## src/sv/tcaof_pkg.sv

```systemverilog
`default_nettype none
package tcaof_pkg;

    localparam int TAG_W       = 16;
    localparam int OUT_STAMP_W = 32;

    typedef enum logic [1:0] {
        ACT_PUSH     = 2'd0,
        ACT_POP_ANY  = 2'd1,
        ACT_POP_C0   = 2'd2,
        ACT_POP_C1   = 2'd3
    } t_action;

    typedef enum logic [1:0] {
        ST_PUSHED = 2'd0,
        ST_POPPED = 2'd1,
        ST_EMPTY  = 2'd2,
        ST_FULL   = 2'd3
    } t_status;

    typedef enum logic {
        S_IDLE = 1'b0,
        S_EXEC = 1'b1
    } t_state;

    typedef struct packed {
        t_action           action;
        logic              item_class;
        logic [TAG_W-1:0]  item_tag;
    } t_in_item;

    typedef struct packed {
        t_status                 status;
        logic                    out_class;
        logic [TAG_W-1:0]        out_tag;
        logic [OUT_STAMP_W-1:0]  out_stamp;
    } t_out_item;

endpackage
`default_nettype wire

```

## src/sv/two_class_age_ordered_fifo.sv

```systemverilog
// Two-class age-ordered FIFO.
// Input channel (i_in_valid / o_in_stall / i_in) carries one action per
// transaction: push a tagged item of class 0 or 1, pop the oldest item of
// either class, or pop the head of one class. Every input transaction gives
// exactly one output transaction (o_out_valid / i_out_stall / o_out) holding
// a status (pushed, popped, empty, full) and the item's class, tag and stamp.
// Each class lives in its own single-port-per-side memory of QUEUE_DEPTH
// entries; pushes are stamped from a STAMP_WIDTH-bit arrival counter that
// advances on each successful push, and a pop of either class picks the
// head with the older stamp (wrap-aware). The head read completes at the
// accepting edge; the EXEC state then updates pointers and registers the
// result. No new transaction is taken until the previous one has passed the
// memory read step and the pointer update step. An input is taken while a
// previous result still waits at the output; the update step holds until the
// output register is free, so a stalled receiver backs up into o_in_stall.
// Reset clears pointers, counts, the arrival counter and the output valid;
// memory contents are not cleared and are never used before written.
`default_nettype none
module two_class_age_ordered_fifo #(
    parameter int QUEUE_DEPTH = 16,
    parameter int STAMP_WIDTH = 32
) (
    input  wire                    i_clk,
    input  wire                    i_rst_n,
    input  wire                    i_in_valid,
    output logic                   o_in_stall,
    input  wire tcaof_pkg::t_in_item i_in,
    output logic                   o_out_valid,
    input  wire                    i_out_stall,
    output tcaof_pkg::t_out_item   o_out
);
    import tcaof_pkg::*;

    localparam int PTR_W = (QUEUE_DEPTH > 1) ? $clog2(QUEUE_DEPTH) : 1;
    localparam int CNT_W = $clog2(QUEUE_DEPTH + 1);
    localparam int ENT_W = TAG_W + STAMP_WIDTH;
    localparam logic [PTR_W-1:0] PTR_LAST = PTR_W'(QUEUE_DEPTH - 1);
    localparam logic [CNT_W-1:0] CNT_FULL = CNT_W'(QUEUE_DEPTH);

    logic [ENT_W-1:0] mem0 [QUEUE_DEPTH];
    logic [ENT_W-1:0] mem1 [QUEUE_DEPTH];
    logic [ENT_W-1:0] r_rd0, r_rd1;

    t_state            r_state, n_state;
    t_in_item          r_item;
    logic [PTR_W-1:0]  r_head0, n_head0, r_tail0, n_tail0;
    logic [PTR_W-1:0]  r_head1, n_head1, r_tail1, n_tail1;
    logic [CNT_W-1:0]  r_cnt0, n_cnt0, r_cnt1, n_cnt1;
    logic [STAMP_WIDTH-1:0] r_arrival, n_arrival;
    logic              r_out_valid, n_out_valid;
    t_out_item         r_out, n_out;

    logic              we0, we1;
    logic [ENT_W-1:0]  wdata;
    logic              take_in, out_free;
    logic              sel1, do_pop, pop_cls;
    logic [STAMP_WIDTH-1:0] stamp0, stamp1, stamp_diff, pop_stamp;
    logic [TAG_W-1:0]  pop_tag;
    logic [63:0]       stamp_ext;

    function automatic logic [PTR_W-1:0] ptr_next(input logic [PTR_W-1:0] p);
        ptr_next = (p == PTR_LAST) ? '0 : p + 1'b1;
    endfunction

    assign o_in_stall  = (r_state != S_IDLE);
    assign take_in     = i_in_valid && (r_state == S_IDLE);
    assign out_free    = !r_out_valid || !i_out_stall;
    assign o_out_valid = r_out_valid;
    assign o_out       = r_out;

    assign stamp0     = r_rd0[STAMP_WIDTH-1:0];
    assign stamp1     = r_rd1[STAMP_WIDTH-1:0];
    assign stamp_diff = stamp0 - stamp1;
    assign wdata      = {r_item.item_tag, r_arrival};

    always_ff @(posedge i_clk) begin
        if (we0) begin
            mem0[r_tail0] <= wdata;
        end
        if (we1) begin
            mem1[r_tail1] <= wdata;
        end
        r_rd0 <= mem0[r_head0];
        r_rd1 <= mem1[r_head1];
        if (take_in) begin
            r_item <= i_in;
        end
        r_out <= n_out;
    end

    always_ff @(posedge i_clk) begin
        if (!i_rst_n) begin
            r_state     <= S_IDLE;
            r_head0     <= '0;
            r_tail0     <= '0;
            r_cnt0      <= '0;
            r_head1     <= '0;
            r_tail1     <= '0;
            r_cnt1      <= '0;
            r_arrival   <= '0;
            r_out_valid <= 1'b0;
        end else begin
            r_state     <= n_state;
            r_head0     <= n_head0;
            r_tail0     <= n_tail0;
            r_cnt0      <= n_cnt0;
            r_head1     <= n_head1;
            r_tail1     <= n_tail1;
            r_cnt1      <= n_cnt1;
            r_arrival   <= n_arrival;
            r_out_valid <= n_out_valid;
        end
    end

    always_comb begin
        n_state     = r_state;
        n_head0     = r_head0;
        n_tail0     = r_tail0;
        n_cnt0      = r_cnt0;
        n_head1     = r_head1;
        n_tail1     = r_tail1;
        n_cnt1      = r_cnt1;
        n_arrival   = r_arrival;
        n_out_valid = r_out_valid && i_out_stall;
        n_out       = r_out;
        we0         = 1'b0;
        we1         = 1'b0;
        sel1        = 1'b0;
        do_pop      = 1'b0;
        pop_cls     = 1'b0;
        pop_stamp   = '0;
        pop_tag     = '0;
        stamp_ext   = '0;

        case (r_state)
            S_IDLE: begin
                if (take_in) begin
                    n_state = S_EXEC;
                end
            end
            S_EXEC: begin
                if (out_free) begin
                    n_state     = S_IDLE;
                    n_out_valid = 1'b1;
                    case (r_item.action)
                        ACT_PUSH: begin
                            sel1 = r_item.item_class;
                        end
                        ACT_POP_C0: begin
                            sel1 = 1'b0;
                        end
                        ACT_POP_C1: begin
                            sel1 = 1'b1;
                        end
                        ACT_POP_ANY: begin
                            if (r_cnt0 == '0) begin
                                sel1 = 1'b1;
                            end else if (r_cnt1 == '0) begin
                                sel1 = 1'b0;
                            end else begin
                                sel1 = !stamp_diff[STAMP_WIDTH-1];
                            end
                        end
                        default: begin
                            sel1 = 1'b0;
                        end
                    endcase

                    if (r_item.action == ACT_PUSH) begin
                        n_out.out_class = r_item.item_class;
                        n_out.out_tag   = r_item.item_tag;
                        if ((sel1 ? r_cnt1 : r_cnt0) == CNT_FULL) begin
                            n_out.status    = ST_FULL;
                            n_out.out_stamp = '0;
                        end else begin
                            n_out.status    = ST_PUSHED;
                            stamp_ext       = 64'(r_arrival);
                            n_out.out_stamp = stamp_ext[OUT_STAMP_W-1:0];
                            n_arrival       = r_arrival + 1'b1;
                            if (sel1) begin
                                we1     = 1'b1;
                                n_tail1 = ptr_next(r_tail1);
                                n_cnt1  = r_cnt1 + 1'b1;
                            end else begin
                                we0     = 1'b1;
                                n_tail0 = ptr_next(r_tail0);
                                n_cnt0  = r_cnt0 + 1'b1;
                            end
                        end
                    end else begin
                        do_pop = (sel1 ? r_cnt1 : r_cnt0) != '0;
                        if (do_pop) begin
                            pop_cls   = sel1;
                            pop_tag   = sel1 ? r_rd1[ENT_W-1:STAMP_WIDTH]
                                             : r_rd0[ENT_W-1:STAMP_WIDTH];
                            pop_stamp = sel1 ? stamp1 : stamp0;
                            if (sel1) begin
                                n_head1 = ptr_next(r_head1);
                                n_cnt1  = r_cnt1 - 1'b1;
                            end else begin
                                n_head0 = ptr_next(r_head0);
                                n_cnt0  = r_cnt0 - 1'b1;
                            end
                        end
                        stamp_ext       = 64'(pop_stamp);
                        n_out.status    = do_pop ? ST_POPPED : ST_EMPTY;
                        n_out.out_class = pop_cls;
                        n_out.out_tag   = pop_tag;
                        n_out.out_stamp = stamp_ext[OUT_STAMP_W-1:0];
                    end
                end
            end
            default: begin
                n_state = S_IDLE;
            end
        endcase
    end

endmodule
`default_nettype wire
```

## config.mk

```make
export PLATFORM = sky130hd
export DESIGN_NAME = two_class_age_ordered_fifo
export DESIGN_NICKNAME = d
export VERILOG_FILES = /design/src/sv/tcaof_pkg.sv /design/src/sv/two_class_age_ordered_fifo.sv
export SDC_FILE = /design/constraint.sdc
export NUM_CORES = 2
export LEC_CHECK = 0
export BUFFER_PORTS_ARGS = -buffer_cell sky130_fd_sc_hd__buf_2
export CORE_MARGIN = 3
export CORE_UTILIZATION = 40
export CTS_CLUSTER_SIZE = 8
export DETAILED_ROUTE_END_ITERATION = 7
export PLACE_DENSITY = 0.55
export SYNTH_ARGS = -nofsm -noshare
export SYNTH_HDL_FRONTEND = slang
export SYNTH_SLANG_ARGS = --single-unit
export TNS_END_PERCENT = 1
```

## constraint.sdc

```tcl
create_clock -name i_clk -period 6.2 [get_ports i_clk]
set_input_delay 0.62 -clock i_clk [delete_from_list [all_inputs] [get_ports i_clk]]
set_output_delay 0.62 -clock i_clk [all_outputs]
set_load 0.1 [all_outputs]
```

## After elaboration in Yosys (flattened, before gate mapping)

Memory sizes are Yosys's and may differ from the RTL's. A register that Yosys moved wholly into a read port is not among the register bits.
Index checks and enable logic that the tools add are counted.

| storage, ports and cells | value |
|---|---|
| register bits after elaboration | 130 |
| latch bits | 0 |
| RAM bits | 1536 |
| ROM bits | 0 |
| input port bits | 23 |
| output and inout bits | 53 |
| word-level logic and storage cells | 108 |
| memories | 2 |

Memories:

| name | words | bits a word | rd ports | clocked after memory_dff | write ports | line | text |
|---|---|---|---|---|---|---|---|
| mem0 | 16 | 48 | 1 | 1 | 1 | two_class_age_ordered_fifo.sv:40 | `logic [ENT_W-1:0] mem0 [QUEUE_DEPTH];` |
| mem1 | 16 | 48 | 1 | 1 | 1 | two_class_age_ordered_fifo.sv:41 | `logic [ENT_W-1:0] mem1 [QUEUE_DEPTH];` |

| cells by class | value |
|---|---|
| add/sub/neg operators | 10 |
| multipliers | 0 |
| divide/modulo/power cells | 0 |
| order comparisons | 0 |
| equality and inequality tests | 9 |
| shift-type cells | 0 |
| multiplexer cells | 48 |
| bitwise logic cells | 4 |
| reduce and logical (&&, ||, !) cells | 19 |

Operator list:

| cell | number |
|---|---|
| $mux W32 | 3 |
| $mux W5 | 11 |
| $mux W51 | 1 |
| $add A32 B1 Y32 const B | 1 |
| $mux W16 | 2 |
| $sub A32 B32 Y32 | 1 |
| $reduce_and A5 Y1 | 6 |
| $mux W1 | 23 |
| $add A4 B1 Y4 const B | 4 |
| $eq A4 B4 Y1 const B | 4 |
| $mux W4 | 4 |
| $add A5 B1 Y5 const B | 2 |
| $logic_not A5 Y1 | 2 |
| $sub A5 B1 Y5 const B | 2 |
| $eq A5 B5 Y1 const B | 1 |
| $reduce_bool A5 Y1 | 1 |
| $eq A2 B2 Y1 const B | 2 |
| $mux W2 | 2 |
| $not A1 Y1 | 4 |
| $pmux W1 S4 | 1 |
| $reduce_and A4 Y1 | 1 |
| $logic_not A1 Y1 | 3 |
| $eq A2 B1 Y1 const B | 1 |
| $logic_and A1 B1 Y1 | 2 |
| 6 further kinds | 6 |

## Depth between registers and ports, before layout

| logic depth | value |
|---|---|
| word-level depth | 15 |
| mapped depth | 12 |
| depth with buffers taken out | 10 |

## Worst setup path before layout

Ideal clock, no wire load.

| timing path | value |
|---|---|
| path kind | register to register |
| start | reg r_state, in the netlist o_in_stall |
| end | mem mem0[3][0] (netlist bit) (enable) |
| arrival time | 6213 ps |
| required time | 5687 ps |
| path slack | -525 ps |
| stages on the path, launching flop included | 7 |
| path buffers | 0 |
| path through | dfxtp_1 -> nand2_1 -> clkinv_1 -> nand2_1 -> nor3b_2 -> nand2_1 -> nor3_1 |

| on the way | value |
|---|---|
| longest elaborated chain between the ends | 3 |

RTL lines:

| item | line | text |
|---|---|---|
| start, declared | two_class_age_ordered_fifo.sv:44 | `t_state r_state, n_state;` |
| start signal, assigned | two_class_age_ordered_fifo.sv:103 | `r_state <= n_state;` |
| $mux W1 | two_class_age_ordered_fifo.sv:135 | `case (r_state)` |
| $mux W1 | two_class_age_ordered_fifo.sv:77 | `if (we0) begin` |
| $mux W1 (implied by the code) | two_class_age_ordered_fifo.sv:78 | `mem0[r_tail0] <= wdata;` |
| end, declared | two_class_age_ordered_fifo.sv:40 |  |

Every way passes these cells.

## Worst setup path after layout

| timing path | value |
|---|---|
| start | reg r_cnt0[0] |
| end | mem mem1[5][13] (netlist bit) (enable) |

| on the way | value |
|---|---|
| longest elaborated chain between the ends | 13 |
| elaborated cells on any way between the ends | 14 |
| classes of those cells | 1 x eq/ne; 12 x mux; 1 x reduce/logical |

RTL lines:

| item | line | text |
|---|---|---|
| start, declared | two_class_age_ordered_fifo.sv:48 | `logic [CNT_W-1:0] r_cnt0, n_cnt0, r_cnt1, n_cnt1;` |
| start signal, assigned | two_class_age_ordered_fifo.sv:106 | `r_cnt0 <= n_cnt0;` |
| $logic_not A5 Y1 | two_class_age_ordered_fifo.sv:156 | `if (r_cnt0 == '0) begin` |
| $mux W1 | two_class_age_ordered_fifo.sv:156 |  |
| $pmux W1 S4 | two_class_age_ordered_fifo.sv:145 | `case (r_item.action)` |
| $mux W1 | two_class_age_ordered_fifo.sv:142 | `if (out_free) begin` |
| $mux W1 | two_class_age_ordered_fifo.sv:135 |  |
| $mux W5 | two_class_age_ordered_fifo.sv:172 | `if ((sel1 ? r_cnt1 : r_cnt0) == CNT_FULL) begin` |
| $eq A5 B5 Y1 | two_class_age_ordered_fifo.sv:172 |  |
| $mux W1 (*) | two_class_age_ordered_fifo.sv:172 |  |
| $mux W1 (*) | two_class_age_ordered_fifo.sv:169 | `if (r_item.action == ACT_PUSH) begin` |
| $mux W1 (*) | two_class_age_ordered_fifo.sv:142 |  |
| $mux W1 (*) | two_class_age_ordered_fifo.sv:135 |  |
| $mux W1 (*) | two_class_age_ordered_fifo.sv:80 | `if (we1) begin` |
| $mux W1 (implied by the code) (*) | two_class_age_ordered_fifo.sv:81 | `mem1[r_tail1] <= wdata;` |
| end, declared | two_class_age_ordered_fifo.sv:41 |  |

Every way passes the cells marked *; elsewhere a longest branch is shown, timed or not. The select of a mux whose other input is x is not followed.

==> out/qor.yml <==
worstSetupPathType: "flop to flop"
synth_warnings: 0
num_vias: 32500
grt_usage: 0.200
hp-start: "i_rst_n"
grt_pass1_wl_um: 248000
slew_headroom: 0.108
cp.arrival_ns: 4.95
dp.cells: 5258
clock_latency_ns: 0.86
start_kind: "flop"
synthDistinctLibCells: 56
layout-drive-gt1-share: 0.270
grt_max_degree: 73
firstDrtPassIters: 5
cts_max_level: 4
synth_largest_area_cell: "edfxtp_1"
yosysSeqAreaShare: 0.768
wl_um: 171000
report.final.slew_viol_count: 0
tns_ns: 0
cp-end-kind: "flop"
synth_cells: 3066
die_x_um: 415
grt-ovfl-total: 0
setup_viol: 0
start_util: 0.404
wl_per_cell_um: 29.9
netlist_area_mm2: 0.0668
cts_resized: 0
coreArea_mm2: 0.166
multi_input_area_mm2: 0.0150
synth_area_per_cell_um2: 21.8
nFillCells: 13600
io_pins: 76
fin_skew_ns: 0.0520
synth-main-ff-cell: "edfxtp_1"
fin_nets: 3402
hp-class: "primary input to flop"
antenna_found_initial: 1
drv_cap: 0
worst_slack_ns: 1.71
holdWs_ns: 0.273
ff_latch_area_mm2: 0.0514
drt_iter0_markers: 3169
critPathRequiredTime_ns: 6.66
route.detailed.drc: 0
cts_tree: "yes"
grt_setup_unrepaired: "false"
final_cells: 5724
vdd_drop_max_mv: 0.305
die_y_um: 415
p_leak_nw: 23.6
gp_congestion: 0.798
die_area_mm2: 0.172
hpwl_um: 92200
cts_root_buf: "clkbuf_16"
ys_top_cells_by_count: "edfxtp_1, mux4_2, dfxtp_1"
crit_start: "r_cnt0[0]"
io_buffers: 75
ant_nets: 0
syn_nets: 3138
status: "completed"
synthTopCellsByArea: "edfxtp_1, mux4_2, dfxtp_1"
post-synth-top-count-cell: "edfxtp_1"
num_rows: 149
final_util: 0.470
dpl_worst_slack_ns: 1.76
period_needed_ns: 4.49
synth_seq_cells: 1762
place_area_mm2: 0.0705
cts_buffers: 238
first_global_vias: 34600
async_reset_ff_frac: 0
area_delta_synth_final_pct: 16.3
stdcell_area_mm2: 0.0777
max-clock-path-buffers: 3
power_mw: 26.0
cp_max_fo: 33
synth_top_area_share: 0.722
hold_violations: 0
synth_edf_count: 1606
viasPerCell: 5.68
r2r-start: "r_cnt0[0]"
clkSinkCount: 1762
fin_crit_sh: 0.724
cts.clk_slew.worst_paths_ns: 0.06
power_density_mw_per_mm2: 334
fmax_mhz: 223
worst_slew_pin_slew_ns: 1.34
## routing by layer
metal	GRT usage	vias to the layer above	wire [um]
met5	0	-	0
met4	0.0721	0	5370
met3	0.0324	291	8920
met2	0.335	1130	86400
met1	0.265	17700	70400
li1	-	13400	-
## sequential cells by signal (all words and copies together), names as in the netlist
name,cells
mem0,768
mem1,768
o_in_stall,1
o_out,51
o_out_valid,1
r_arrival,32
r_cnt0,5
r_cnt1,5
r_head0,4
r_head1,4
r_item,19
r_rd0,48
r_rd1,48
r_tail0,4
r_tail1,4
## kinds of logic after synthesis
group | synth area share
buf+inv | 0.0116
xor+xnor | 0.00459
flops | 0.768
mux | 0.163
compound gates | 0.0213
fa+ha+maj | 0.00940
simple gates | 0.0215
## worst max-delay path: stages, from the launching register on
cell	delay, ns
dfxtp_1	0.37
or4_1	0.63
o21ai_1	0.33
a21boi_1	0.31
a211oi_2	0.70
nand2_1	0.40
nor2_4	0.62
buf_4	0.68
## power by group
part	switching [mW]	internal, mW	total (mW)
clock network	4.89	7.20	12.1
logic	0.582	0.237	0.820
registers	0.125	13.0	13.1
## final cells by class
type                       instances  share of cell area
clock inverter                    16             0.00443
tap                             2189              0.0352
multi-input combinational       1101               0.193
clock buffer                     426              0.0857
timing repair buffer             181              0.0188
sequential                      1762               0.661
inverter                          46             0.00227
antenna                            3           0.0000966
## path summary, 6_finish.rpt
path	endpoint	slack (ns)	depth (start not counted)
worst max-delay path	mem1[5][13]	1.71	7
worst min-delay path	r_head1[3]	0.27	2
worst max register to register	mem1[5][13]	1.71	7
worst min register to register	o_out_valid	0.52	2
## cell usage in the layout (no fill, tap or decap), types with 5 or more instances in the layout
cell type      netlist  routed
buf_4                0      66
and3_1               7       7
clkbuf_16            0     238
a21o_1               7       7
nand2b_1            10      10
dfxtp_1            156     149
buf_2               10      75
mux4_2             480     480
clkinv_16            0       7
edfxtp_1          1606    1606
inv_1               44      43
o21ai_0             30      30
nand2_1            141     140
nand3_1             22      21
ha_1                47      47
a31oi_1              5       5
nand4_1             14      14
mux2i_1              8       7
o211ai_1            97      97
buf_12               0      19
xor2_1              18      18
and2_1               5       5
xnor2_1             17      17
or3_1               11      11
nor2_1              66      42
nor2_4               1      25
a21oi_1             50      50
nor3_2               1       8
dfxtp_4              0       7
clkbuf_1           112     188
or4_1                5       5
dlygate4sd3_1        0      21
nor3_1              13       5
## what timing repair did
| item | 4_1_cts | 5_1_grt |
|---|---|---|
| endpoints found under the hold margin | 21 | 0 |
| buffers inserted | 0 | 0 |
| hold buffers | 21 | 0 |
Note: power is estimated with default switching activity, not from simulation.
